[src/rtl/u8d_pkg.sv]
package u8d_pkg;

    // field widths
    localparam int BYTE_W  = 8;
    localparam int CP_W    = 21;
    localparam int HOLD_N  = 3;
    localparam int SLOT_N  = 5;
    localparam int SLOT_W  = 3;
    localparam int LEN_W   = 3;
    localparam int CNT_W   = 2;

    // queue sizing
    localparam int Q_DEPTH = 4;
    localparam int Q_PTR_W = 2;
    localparam int Q_CNT_W = 3;

    // byte classification constants
    localparam logic [BYTE_W-1:0] CONT_MASK  = 8'hC0;
    localparam logic [BYTE_W-1:0] CONT_TAG   = 8'h80;
    localparam logic [BYTE_W-1:0] LEAD2_MASK = 8'hE0;
    localparam logic [BYTE_W-1:0] LEAD2_TAG  = 8'hC0;
    localparam logic [BYTE_W-1:0] LEAD3_MASK = 8'hF0;
    localparam logic [BYTE_W-1:0] LEAD3_TAG  = 8'hE0;
    localparam logic [BYTE_W-1:0] LEAD4_MASK = 8'hF8;
    localparam logic [BYTE_W-1:0] LEAD4_TAG  = 8'hF0;

    localparam logic [LEN_W-1:0] LEN_NONE = 3'd0;
    localparam logic [LEN_W-1:0] LEN_TWO  = 3'd2;
    localparam logic [LEN_W-1:0] LEN_THREE = 3'd3;
    localparam logic [LEN_W-1:0] LEN_FOUR = 3'd4;

    // configuration register indexes
    typedef enum logic [0:0] {
        REG_UTF8_MODE   = 1'b0,
        REG_APPEND_TERM = 1'b1
    } cfg_reg_t;

    // one queue entry: all code points caused by one input word
    typedef struct packed {
        logic [SLOT_W-1:0]          count;
        logic                       eos;
        logic [SLOT_N-1:0][CP_W-1:0] cps;
    } u8d_entry_t;

    // sequence length announced by a lead byte, zero when it is not a lead
    function automatic logic [LEN_W-1:0] lead_len(input logic [BYTE_W-1:0] b);
        logic [LEN_W-1:0] len;
        len = LEN_NONE;
        if ((b & LEAD2_MASK) == LEAD2_TAG) begin
            len = LEN_TWO;
        end else if ((b & LEAD3_MASK) == LEAD3_TAG) begin
            len = LEN_THREE;
        end else if ((b & LEAD4_MASK) == LEAD4_TAG) begin
            len = LEN_FOUR;
        end
        return len;
    endfunction

    function automatic logic [CP_W-1:0] byte_cp(input logic [BYTE_W-1:0] b);
        return {{(CP_W-BYTE_W){1'b0}}, b};
    endfunction

endpackage

[src/rtl/u8d_front.sv]
module u8d_front (
    input  logic                        aclk,
    input  logic                        aresetn,
    input  logic                        cfg_we,
    input  logic                        cfg_index,
    input  logic                        cfg_data,
    input  logic                        s_valid,
    output logic                        s_ready,
    input  logic [u8d_pkg::BYTE_W-1:0]  s_in_byte,
    input  logic                        s_end_of_string,
    input  logic                        q_ready,
    output logic                        q_valid,
    output u8d_pkg::u8d_entry_t         q_entry
);
    import u8d_pkg::*;

    logic                    utf8_mode_reg;
    logic                    append_term_reg;
    logic [BYTE_W-1:0]       held_reg [HOLD_N];
    logic [BYTE_W-1:0]       held_next [HOLD_N];
    logic [CNT_W-1:0]        cnt_reg, cnt_next;
    logic [LEN_W-1:0]        len_reg, len_next;
    logic [SLOT_N-1:0][CP_W-1:0] cps;
    logic [SLOT_W-1:0]       n;
    logic [LEN_W-1:0]        cls;
    logic                    do_start;
    logic                    is_cont;
    logic [CP_W-1:0]         joined;
    logic                    accept;

    assign s_ready = q_ready;
    assign accept  = s_valid && q_ready;
    assign cls     = lead_len(s_in_byte);
    assign is_cont = (s_in_byte & CONT_MASK) == CONT_TAG;

    // assemble the code point of a completed sequence
    always_comb begin
        if (len_reg == LEN_TWO) begin
            joined = {10'b0, held_reg[0][4:0], s_in_byte[5:0]};
        end else if (len_reg == LEN_THREE) begin
            joined = {5'b0, held_reg[0][3:0], held_reg[1][5:0], s_in_byte[5:0]};
        end else begin
            joined = {held_reg[0][2:0], held_reg[1][5:0], held_reg[2][5:0],
                      s_in_byte[5:0]};
        end
    end

    // classify the word and list the code points it releases
    always_comb begin
        cps       = '0;
        n         = '0;
        held_next = held_reg;
        cnt_next  = cnt_reg;
        len_next  = len_reg;
        do_start  = 1'b0;
        if (utf8_mode_reg) begin
            if (cnt_reg == '0) begin
                do_start = 1'b1;
            end else if (!is_cont) begin
                for (int i = 0; i < HOLD_N; i++) begin
                    if (CNT_W'(i) < cnt_reg) begin
                        cps[n] = byte_cp(held_reg[i]);
                        n      = n + SLOT_W'(1);
                    end
                end
                cnt_next = '0;
                len_next = LEN_NONE;
                do_start = 1'b1;
            end else if (({1'b0, cnt_reg} + LEN_W'(1)) < len_reg) begin
                held_next[cnt_reg] = s_in_byte;
                cnt_next = cnt_reg + CNT_W'(1);
            end else begin
                cps[n]   = joined;
                n        = n + SLOT_W'(1);
                cnt_next = '0;
                len_next = LEN_NONE;
            end
            if (do_start) begin
                if (cls == LEN_NONE) begin
                    cps[n] = byte_cp(s_in_byte);
                    n      = n + SLOT_W'(1);
                end else begin
                    held_next[0] = s_in_byte;
                    cnt_next     = CNT_W'(1);
                    len_next     = cls;
                end
            end
        end else begin
            for (int i = 0; i < HOLD_N; i++) begin
                if (CNT_W'(i) < cnt_reg) begin
                    cps[n] = byte_cp(held_reg[i]);
                    n      = n + SLOT_W'(1);
                end
            end
            cnt_next = '0;
            len_next = LEN_NONE;
            cps[n]   = byte_cp(s_in_byte);
            n        = n + SLOT_W'(1);
        end
        // end of string flushes whatever is still held
        if (s_end_of_string) begin
            for (int i = 0; i < HOLD_N; i++) begin
                if (CNT_W'(i) < cnt_next) begin
                    cps[n] = byte_cp(held_next[i]);
                    n      = n + SLOT_W'(1);
                end
            end
            cnt_next = '0;
            len_next = LEN_NONE;
            if (append_term_reg) begin
                cps[n] = '0;
                n      = n + SLOT_W'(1);
            end
        end
    end

    assign q_valid       = accept && (n != '0);
    assign q_entry.count = n;
    assign q_entry.eos   = s_end_of_string;
    assign q_entry.cps   = cps;

    // configuration and sequence state
    always_ff @(posedge aclk) begin
        if (!aresetn) begin
            utf8_mode_reg   <= 1'b1;
            append_term_reg <= 1'b0;
            cnt_reg         <= '0;
            len_reg         <= LEN_NONE;
        end else begin
            if (cfg_we) begin
                case (cfg_reg_t'(cfg_index))
                    REG_UTF8_MODE:   utf8_mode_reg   <= cfg_data;
                    REG_APPEND_TERM: append_term_reg <= cfg_data;
                    default:         ;
                endcase
            end
            if (accept) begin
                cnt_reg <= cnt_next;
                len_reg <= len_next;
            end
        end
    end

    // held bytes carry no reset
    always_ff @(posedge aclk) begin
        if (accept) begin
            held_reg <= held_next;
        end
    end

endmodule

[src/rtl/u8d_queue.sv]
module u8d_queue (
    input  logic                aclk,
    input  logic                aresetn,
    input  logic                wr_valid,
    output logic                wr_ready,
    input  u8d_pkg::u8d_entry_t wr_entry,
    output logic                rd_valid,
    input  logic                rd_pop,
    output u8d_pkg::u8d_entry_t rd_entry
);
    import u8d_pkg::*;

    u8d_entry_t           mem_reg [Q_DEPTH];
    logic [Q_PTR_W-1:0]   wr_ptr_reg;
    logic [Q_PTR_W-1:0]   rd_ptr_reg;
    logic [Q_CNT_W-1:0]   count_reg;
    logic                 push;
    logic                 pop;

    assign wr_ready = count_reg != Q_CNT_W'(Q_DEPTH);
    assign rd_valid = count_reg != '0;
    assign rd_entry = mem_reg[rd_ptr_reg];
    assign push     = wr_valid && wr_ready;
    assign pop      = rd_pop && rd_valid;

    // pointers and fill level
    always_ff @(posedge aclk) begin
        if (!aresetn) begin
            wr_ptr_reg <= '0;
            rd_ptr_reg <= '0;
            count_reg  <= '0;
        end else begin
            if (push) begin
                wr_ptr_reg <= wr_ptr_reg + Q_PTR_W'(1);
            end
            if (pop) begin
                rd_ptr_reg <= rd_ptr_reg + Q_PTR_W'(1);
            end
            if (push && !pop) begin
                count_reg <= count_reg + Q_CNT_W'(1);
            end else if (pop && !push) begin
                count_reg <= count_reg - Q_CNT_W'(1);
            end
        end
    end

    // entry storage
    always_ff @(posedge aclk) begin
        if (push) begin
            mem_reg[wr_ptr_reg] <= wr_entry;
        end
    end

endmodule

[src/rtl/u8d_back.sv]
module u8d_back (
    input  logic                        aclk,
    input  logic                        aresetn,
    input  logic                        e_valid,
    input  u8d_pkg::u8d_entry_t         e_entry,
    output logic                        e_pop,
    output logic                        m_valid,
    input  logic                        m_ready,
    output logic [u8d_pkg::CP_W-1:0]    m_code_point,
    output logic                        m_run_last,
    output logic                        m_string_done
);
    import u8d_pkg::*;

    logic [SLOT_W-1:0] slot_reg;
    logic              last_slot;
    logic              take;

    assign last_slot     = slot_reg == (e_entry.count - SLOT_W'(1));
    assign take          = e_valid && m_ready;
    assign m_valid       = e_valid;
    assign m_code_point  = e_entry.cps[slot_reg];
    assign m_run_last    = last_slot;
    assign m_string_done = last_slot && e_entry.eos;
    assign e_pop         = take && last_slot;

    // walk the slots of the head entry one word per cycle while m_ready is high
    always_ff @(posedge aclk) begin
        if (!aresetn) begin
            slot_reg <= '0;
        end else if (take) begin
            if (last_slot) begin
                slot_reg <= '0;
            end else begin
                slot_reg <= slot_reg + SLOT_W'(1);
            end
        end
    end

endmodule

[src/rtl/utf8_to_code_point_decoder_unit.sv]
// Streaming UTF-8 to code point decoder with a Latin-1 fallback. One byte word
// is taken per cycle whenever the four-entry result queue has room; each
// accepted byte's code points are queued and show on the output behind earlier
// entries. A byte that releases k code points (0 to 5: a malformed or truncated
// sequence flushes its held bytes, and the optional zero terminator follows the
// last byte) takes k words. The output drains one code point per cycle while
// m_ready is high, so the sustained rate is one byte per cycle as long as bytes
// average at most one code point each, and bursts are soaked up by the queue.
module utf8_to_code_point_decoder_unit (
    input  logic                        aclk,
    input  logic                        aresetn,
    input  logic                        cfg_we,
    input  logic                        cfg_index,
    input  logic                        cfg_data,
    input  logic                        s_valid,
    output logic                        s_ready,
    input  logic [u8d_pkg::BYTE_W-1:0]  s_in_byte,
    input  logic                        s_end_of_string,
    output logic                        m_valid,
    input  logic                        m_ready,
    output logic [u8d_pkg::CP_W-1:0]    m_code_point,
    output logic                        m_run_last,
    output logic                        m_string_done
);
    import u8d_pkg::*;

    logic       wr_valid, wr_ready;
    u8d_entry_t wr_entry;
    logic       rd_valid, rd_pop;
    u8d_entry_t rd_entry;

    // byte classification and sequence state
    u8d_front u_front (
        .aclk            (aclk),
        .aresetn         (aresetn),
        .cfg_we          (cfg_we),
        .cfg_index       (cfg_index),
        .cfg_data        (cfg_data),
        .s_valid         (s_valid),
        .s_ready         (s_ready),
        .s_in_byte       (s_in_byte),
        .s_end_of_string (s_end_of_string),
        .q_ready         (wr_ready),
        .q_valid         (wr_valid),
        .q_entry         (wr_entry)
    );

    // result queue
    u8d_queue u_queue (
        .aclk     (aclk),
        .aresetn  (aresetn),
        .wr_valid (wr_valid),
        .wr_ready (wr_ready),
        .wr_entry (wr_entry),
        .rd_valid (rd_valid),
        .rd_pop   (rd_pop),
        .rd_entry (rd_entry)
    );

    // code point serializer
    u8d_back u_back (
        .aclk          (aclk),
        .aresetn       (aresetn),
        .e_valid       (rd_valid),
        .e_entry       (rd_entry),
        .e_pop         (rd_pop),
        .m_valid       (m_valid),
        .m_ready       (m_ready),
        .m_code_point  (m_code_point),
        .m_run_last    (m_run_last),
        .m_string_done (m_string_done)
    );

endmodule

[config.mk]
export PLATFORM = sky130hd
export DESIGN_NAME = utf8_to_code_point_decoder_unit
export DESIGN_NICKNAME = d
export VERILOG_FILES = /design/src/rtl/u8d_pkg.sv /design/src/rtl/u8d_front.sv /design/src/rtl/u8d_queue.sv /design/src/rtl/u8d_back.sv /design/src/rtl/utf8_to_code_point_decoder_unit.sv
export SDC_FILE = /design/constraint.sdc
export NUM_CORES = 1
export LEC_CHECK = 0
export ABC_CLOCK_PERIOD_IN_PS = 12950
export BUFFER_PORTS_ARGS = -buffer_cell sky130_fd_sc_hd__buf_4
export CORE_MARGIN = 1.5
export CORE_UTILIZATION = 40
export CTS_CLUSTER_SIZE = 25
export DETAILED_ROUTE_END_ITERATION = 12
export GPL_ROUTABILITY_DRIVEN = 0
export HOLD_SLACK_MARGIN = 0.03
export PLACE_DENSITY = 0.65
export RECOVER_POWER = 25
export SETUP_SLACK_MARGIN = 0.5
export SKIP_CTS_REPAIR_TIMING = 1
export SYNTH_ARGS = -nofsm -noshare
export SYNTH_HDL_FRONTEND = slang
export SYNTH_SLANG_ARGS = --single-unit
[constraint.sdc]
create_clock -name aclk -period 12.95 [get_ports aclk]
set_input_delay 0 -clock aclk [delete_from_list [all_inputs] [get_ports aclk]]
set_output_delay 0 -clock aclk [all_outputs]
set_load 0.01 [all_outputs]
==> out/results.ini, run 1 <==
[power_and_ir_drop]
seqPwrFrac_pct = 44.2
net-switching-power_uw = 748.5
vdd_drop_max_mv = 0.08712
p_comb_share_pct = 22.4
power_frac_clock_pct = 33.4
internal_power_mw = 1.836
p_sw_share_pct = 28.96
pwr_density_cell_mw_per_mm2 = 160.5
p_leak_nw = 5.267

[synthesis]
ys_seq_elements = 271
synth_top_area_share_pct = 52.80
synth_flop_cell = edfxtp_1
synth_xor_area_share_pct = 1.563
synth_compound_area_share_pct = 14.10
synth_cell_types = 87
synthAdderAreaFrac_pct = 1.886
yosys-mux-area-fraction_pct = 13.53
synth_area_mm2 = 0.01433
yosysSeqAreaShare_pct = 55.46
syn_area_per_cell_um2 = 12.72
synthArstFlopShare_pct = 0
synthTopCellsByArea = edfxtp_1, mux4_2, mux2i_1
yosys.area.top_type = edfxtp_1
synthCells = 1127
synthSimpleGateAreaFrac_pct = 10.21
synth_commonest_cells = edfxtp_1, nand2_1, nor2_1
yosysWarnings = 0
syn-num-nets = 1164
synth_top_family_by_area = compound AO/OA/AOI/OAI gates
synth_edf_count = 252
synth.most_common_cell = edfxtp_1

[cells_and_area]
syn_to_final_growth_pct = 12.39
fill_cells = 3208
final_cells = 1635
largest_register_ffs = 228
n_antenna_cell = 0
design_area_mm2 = 0.01611
nNetsFinal = 1189
post_route_cells_drive_above_1_share_pct = 14.48

[clock_tree]
clock_path_buffers = 3
clock-sinks = 271
clk_pin_slew_ns = 0.07
htree_levels = 1
cts_tree = done
root_buffer = clkbuf_16
numCtsBuffers = 29
insertion_delay_ns = 0.57

[placement]
io_buffers = 40
hpwl_um = 25310
dp_slack_ns = 5.264
placed_cell_area_mm2 = 0.01507
dp_cells = 1568

[critical_path]
worst-path-max-fanout = 34
end_kind = register
crit_arrival_ns = 8.08
criticalPathCategory = reg2reg
r2r_end = u_queue.mem_reg[2][70]$_DFFE_PP_
reg2reg_slack_ns = 5.08
ff2ff_path_depth = 23
r2r_start = u_front.cnt_reg[1]$_SDFFE_PN0P_
cp-start-kind = register
worstPathRequired_ns = 13.15

[detailed_routing]
drtAntennaViolNets = 0
drt-total-wl_um = 38450
firstDrtPassIters = 6
drt-vias-per-instance = 6.148
drt_iter0_drc = 1117
drc_errors = 0
vias = 10050
post_drt_wl_per_cell_um = 23.51

[floorplan]
die_x_um = 192.3
die_h_um = 192.3
ios = 41
die_area_mm2 = 0.03697
start_util_pct = 40.49
coreArea_mm2 = 0.03540
rows = 69

[timing]
clock-skew-final_ns = 0.02277
rsz0062_at_grt = false
drv_slew = 184
final-hold-violation-count = 1
finalSetupViolations = 0
tns_ns = 0
fmax_mhz = 127.0
min_period_ns = 7.875
worst_slew_pin_slew_ns = 2.549
hold_ws_ns = -0.003370
slew-limit-headroom_pct = -69.92
layout_setup_ws_ns = 5.075
finalCritPeriodShare_pct = 60.81

[min_path]
worstHoldStart = m_ready
hp-class = in2reg
hold_depth = 4
min_to = u_back.slot_reg[0]$_SDFFE_PN0P_

[global_routing]
grt_max_degree = 58
grt_pass1_vias = 9919
antenna_found_initial = 0
grtUsageTotal_pct = 21.19
grt_first_pass_wirelength_um = 59680
grt_overflow = 0

[job]
maxCapViolations = 6

[outcome]
status = complete, but fails checks
violations = hold timing, capacitance limit, slew limit

-- power groups by stage --
stage / Sequential [mW] / Combinational [mW] / Clock, mW
final: 1.14 / 0.578 / 0.864
after detailed placement: 1.16 / 0.615 / 0
after global routing: 1.15 / 0.637 / 0.911
after CTS: 1.14 / 0.618 / 0.877
after global placement: 1.16 / 0.606 / 0
after floorplan: 1.13 / 0.413 / 0
-- cells in the final DEF (no fill, tap or decap), drive strengths merged, types with 5 or more instances in the layout --
cell / netlist / final
o22a: 7 / 7
nor2b: 26 / 26
a221o: 7 / 7
a21oi: 43 / 43
o2bb2ai: 6 / 6
or3: 6 / 6
nand2: 93 / 93
bufinv: 0 / 5
nor3: 17 / 17
dlygate4sd3: 0 / 14
nor2: 80 / 80
buf: 22 / 28
inv: 43 / 44
nand2b: 9 / 9
dfxtp: 19 / 19
a22oi: 30 / 30
and2: 12 / 12
a31oi: 7 / 7
o21ai: 58 / 58
mux2: 12 / 12
clkinv: 1 / 12
o2111ai: 7 / 7
xnor2: 19 / 19
mux4: 61 / 61
clkbuf: 53 / 60
a221oi: 8 / 8
edfxtp: 252 / 252
a32oi: 6 / 6
ha: 20 / 20
and3: 10 / 10
nand3: 25 / 25
a211oi: 15 / 15
mux2i: 43 / 43
o22ai: 32 / 32
-- stage by stage --
| stage | total power, mW | util (%) |
|---|---|---|
| finish | 2.585 | 45.50 |
| global route | 2.702 | 45.50 |
| CTS | 2.638 | 45.42 |
| detailed placement | 1.776 | 42.59 |
| global placement | 1.762 | 42.59 |
| floorplan | 1.547 | - |
-- metal layers --
layer  wire length (um)  vias to the layer above  GRT usage, %
li1                   -                     4454             -
met1              15860                     4988         28.11
met2              18170                      489         34.75
met3               2707                      121         2.873
met4               1712                        0         9.392
met5                  0                        -             0
-- kinds of logic after synthesis --
family | count (synthesis)
simple gates | 301
compound gates | 275
flops | 271
buf+inv | 119
mux | 116
xor+xnor | 24
fa+ha+maj | 21
-- cell type report --
| cell class | count | area, um^2 | share of cell area (%) |
|---|---|---|---|
| Clock buffer | 33 | 740.7 | 4.599 |
| Sequential cell | 271 | 7949 | 49.35 |
| Inverter | 44 | 165.2 | 1.025 |
| Clock inverter | 20 | 260.3 | 1.616 |
| Tap cell | 461 | 576.8 | 3.581 |
| Multi-Input combinational cell | 737 | 5959 | 37.00 |
| Timing Repair Buffer | 69 | 455.4 | 2.828 |
-- worst max-delay path, stage by stage, from the launching register on --
cell      delay, ns
dfxtp_1        0.86
ha_1           0.58
ha_1           0.38
a21o_1         0.26
a311oi_1       0.41
or2_2          0.23
inv_1          0.08
ha_1           0.29
o211ai_1       0.08
o311a_1        0.20
or2_1          0.35
inv_2          0.11
ha_1           0.29
inv_1          0.14
xnor2_1        0.15
a211o_1        0.40
ha_1           0.34
nor3_1         0.06
nor3_1         0.23
o32ai_1        0.15
nand4b_1       0.18
a32oi_4        0.27
nor2b_4        0.83
buf_4          0.58
-- how the worst max path moves through the flow --
stage,startpoint,to,depth (start not counted)
after global routing,u_front.cnt_reg[1]$_SDFFE_PN0P_,u_queue.mem_reg[2][107]$_DFFE_PP_,23
after floorplan,u_front.cnt_reg[1]$_SDFFE_PN0P_,u_queue.mem_reg[0][0]$_DFFE_PP_,25
after CTS,u_front.cnt_reg[1]$_SDFFE_PN0P_,u_queue.mem_reg[1][108]$_DFFE_PP_,23
final,u_front.cnt_reg[1]$_SDFFE_PN0P_,u_queue.mem_reg[2][70]$_DFFE_PP_,23
after global placement,u_front.cnt_reg[1]$_SDFFE_PN0P_,u_queue.mem_reg[2][107]$_DFFE_PP_,23
after detailed placement,u_front.cnt_reg[1]$_SDFFE_PN0P_,u_queue.mem_reg[1][67]$_DFFE_PP_,23
Power figures use the tool's default switching activity.
==> run 2: changes to the inputs <==
Settings changed: ABC_CLOCK_PERIOD_IN_PS 12950 to 8200.
Clock period 12.95 ns to 8.2 ns, I/O delays scaled along.
==> run 2 against run 1 <==
- the run ends with capacitance limit, slew limit left
- worst setup slack lost 4.3 ns
- via count shrank 0.41%
- combinational power grew 62%
- register-to-register slack lost 4.3 ns
- wire length shrank 0.97%
- critical path type unchanged
- largest cell class unchanged
==> out/results.ini, run 2 (synthesis results as in run 1) <==
[clock_tree]
root_buffer = clkbuf_16
cts_tree = done
numCtsBuffers = 29
insertion_delay_ns = 0.58
htree_levels = 1
clk_pin_slew_ns = 0.06
clock-sinks = 271
clock_path_buffers = 3

[detailed_routing]
wl_met3_um = 2470
drtAntennaViolNets = 0
drt-total-wl_um = 38080
wl_met1_um = 15600
drt_iter0_drc = 1081
post_drt_wl_per_cell_um = 23.19
top_layer_used = met4
wl_met2_um = 18610
firstDrtPassIters = 5
drt-vias-per-instance = 6.097
vias = 10010
drc_errors = 0

[placement]
hpwl_um = 24950
io_buffers = 40
placed_cell_area_mm2 = 0.01512
dp_cells = 1572

[critical_path]
cp-start-kind = register
worst-path-max-fanout = 48
worstPathRequired_ns = 8.70
criticalPathCategory = reg2reg
end_kind = register
crit_arrival_ns = 7.88

[floorplan]
die_h_um = 192.3
coreArea_mm2 = 0.03540
rows = 69
die_area_mm2 = 0.03697
die_x_um = 192.3
ios = 41
start_util_pct = 40.49

[min_path]
hp-class = in2reg

[timing]
fmax_mhz = 135.6
tns_ns = 0
worst_slew_pin_slew_ns = 3.585
min_period_ns = 7.377
slew-limit-headroom_pct = -139.0
clock-skew-final_ns = 0.01971
drv_slew = 167
finalSetupViolations = 0
rsz0062_at_grt = false
finalCritPeriodShare_pct = 89.96
final-hold-violation-count = 0

[power_and_ir_drop]
vdd_drop_max_mv = 0.1526
p_leak_nw = 5.307
finalPower_mw = 4.127
pwr_density_cell_mw_per_mm2 = 254.6

[cells_and_area]
final_cells = 1642
design_area_mm2 = 0.01621
post_route_cells_drive_above_1_share_pct = 15.07
syn_to_final_growth_pct = 13.11
n_antenna_cell = 0
final_common_cell = edfxtp_1
largest_register_ffs = 228
utilization_pct = 45.80
nNetsFinal = 1195
layout_common_cells = edfxtp_1, nand2_1, nor2_1

[job]
maxCapViolations = 4

[global_routing]
grt_first_pass_wirelength_um = 58730
antenna_found_initial = 1
grt_pass1_vias = 9878
grt_max_degree = 58
grt_overflow = 0
grtUsageTotal_pct = 20.83

[outcome]
status = complete, but fails checks
violations = capacitance limit, slew limit

==> run 2: per-layer routing <==
| layer | vias up | GRT usage [%] |
|---|---|---|
| li1 | 4484 | - |
| met1 | 4985 | 27.55 |
| met2 | 455 | 34.82 |
| met3 | 87 | 2.673 |
| met4 | 0 | 8.318 |
| met5 | - | 0 |
==> run 2: path summary, 6_finish.rpt <==
path                                      startpoint                           endpoint  slack [ns]  cells past startpoint
hold reg to reg    u_queue.count_reg[2]$_SDFFE_PN0P_  u_queue.count_reg[2]$_SDFFE_PN0P_        0.51                      2
hold / removal                               m_ready    u_back.slot_reg[1]$_SDFFE_PN0P_        0.02                      4
setup / recovery  u_front.utf8_mode_reg$_SDFFE_PN1P_  u_queue.count_reg[2]$_SDFFE_PN0P_        0.82                     21
setup reg to reg  u_front.utf8_mode_reg$_SDFFE_PN1P_  u_queue.count_reg[2]$_SDFFE_PN0P_        0.82                     21
==> run 2: critical path, cell delays in order (launching register included) <==
cell and delay [ns]:
dfxtp_1 0.32, clkbuf_1 1.57, inv_1 1.07, nor2_1 0.45, a22oi_1 0.23, nor2_1 0.35, xnor2_1 0.10, ha_1 0.37
xnor2_1 0.15, nor2_1 0.18, nor2_1 0.08, ha_1 0.29, nand3b_1 0.10, a2bb2oi_1 0.29, a32oi_4 0.28, inv_1 0.17
ha_1 0.20, inv_1 0.06, fa_1 0.37, xor2_1 0.17, or3_1 0.29, a21boi_0 0.15
==> run 2: report_power, final <==
group | internal, mW | switching (mW) | leakage (nW)
registers | 1.71 | 0.0799 | 2.49
logic | 0.392 | 0.546 | 2.33
clock network | 0.819 | 0.580 | 0.486
==> run 2: layout make-up <==
| type | count | area [um^2] |
|---|---|---|
| fill | 3209 | 19190 |
| sequential | 271 | 7953 |
| multi-input combinational | 737 | 5942 |
| clock buffer | 31 | 733.2 |
| tap | 461 | 576.8 |
| timing repair buffer | 75 | 546.8 |
| clock inverter | 23 | 294.0 |
| inverter | 44 | 165.2 |
==> run 2: stage by stage <==
| stage | hold WS [ns] | worst slack, ns |
|---|---|---|
| 6_report | 0.02246 | 0.8235 |
| 3_5_place_dp | 0.2578 | 1.148 |
| 5_1_grt | 0.06260 | 0.3486 |
| 3_3_place_gp | 0.2533 | 1.366 |
| 4_1_cts | -0.3354 | 1.107 |
| 2_1_floorplan | 0.09887 | 0.3210 |
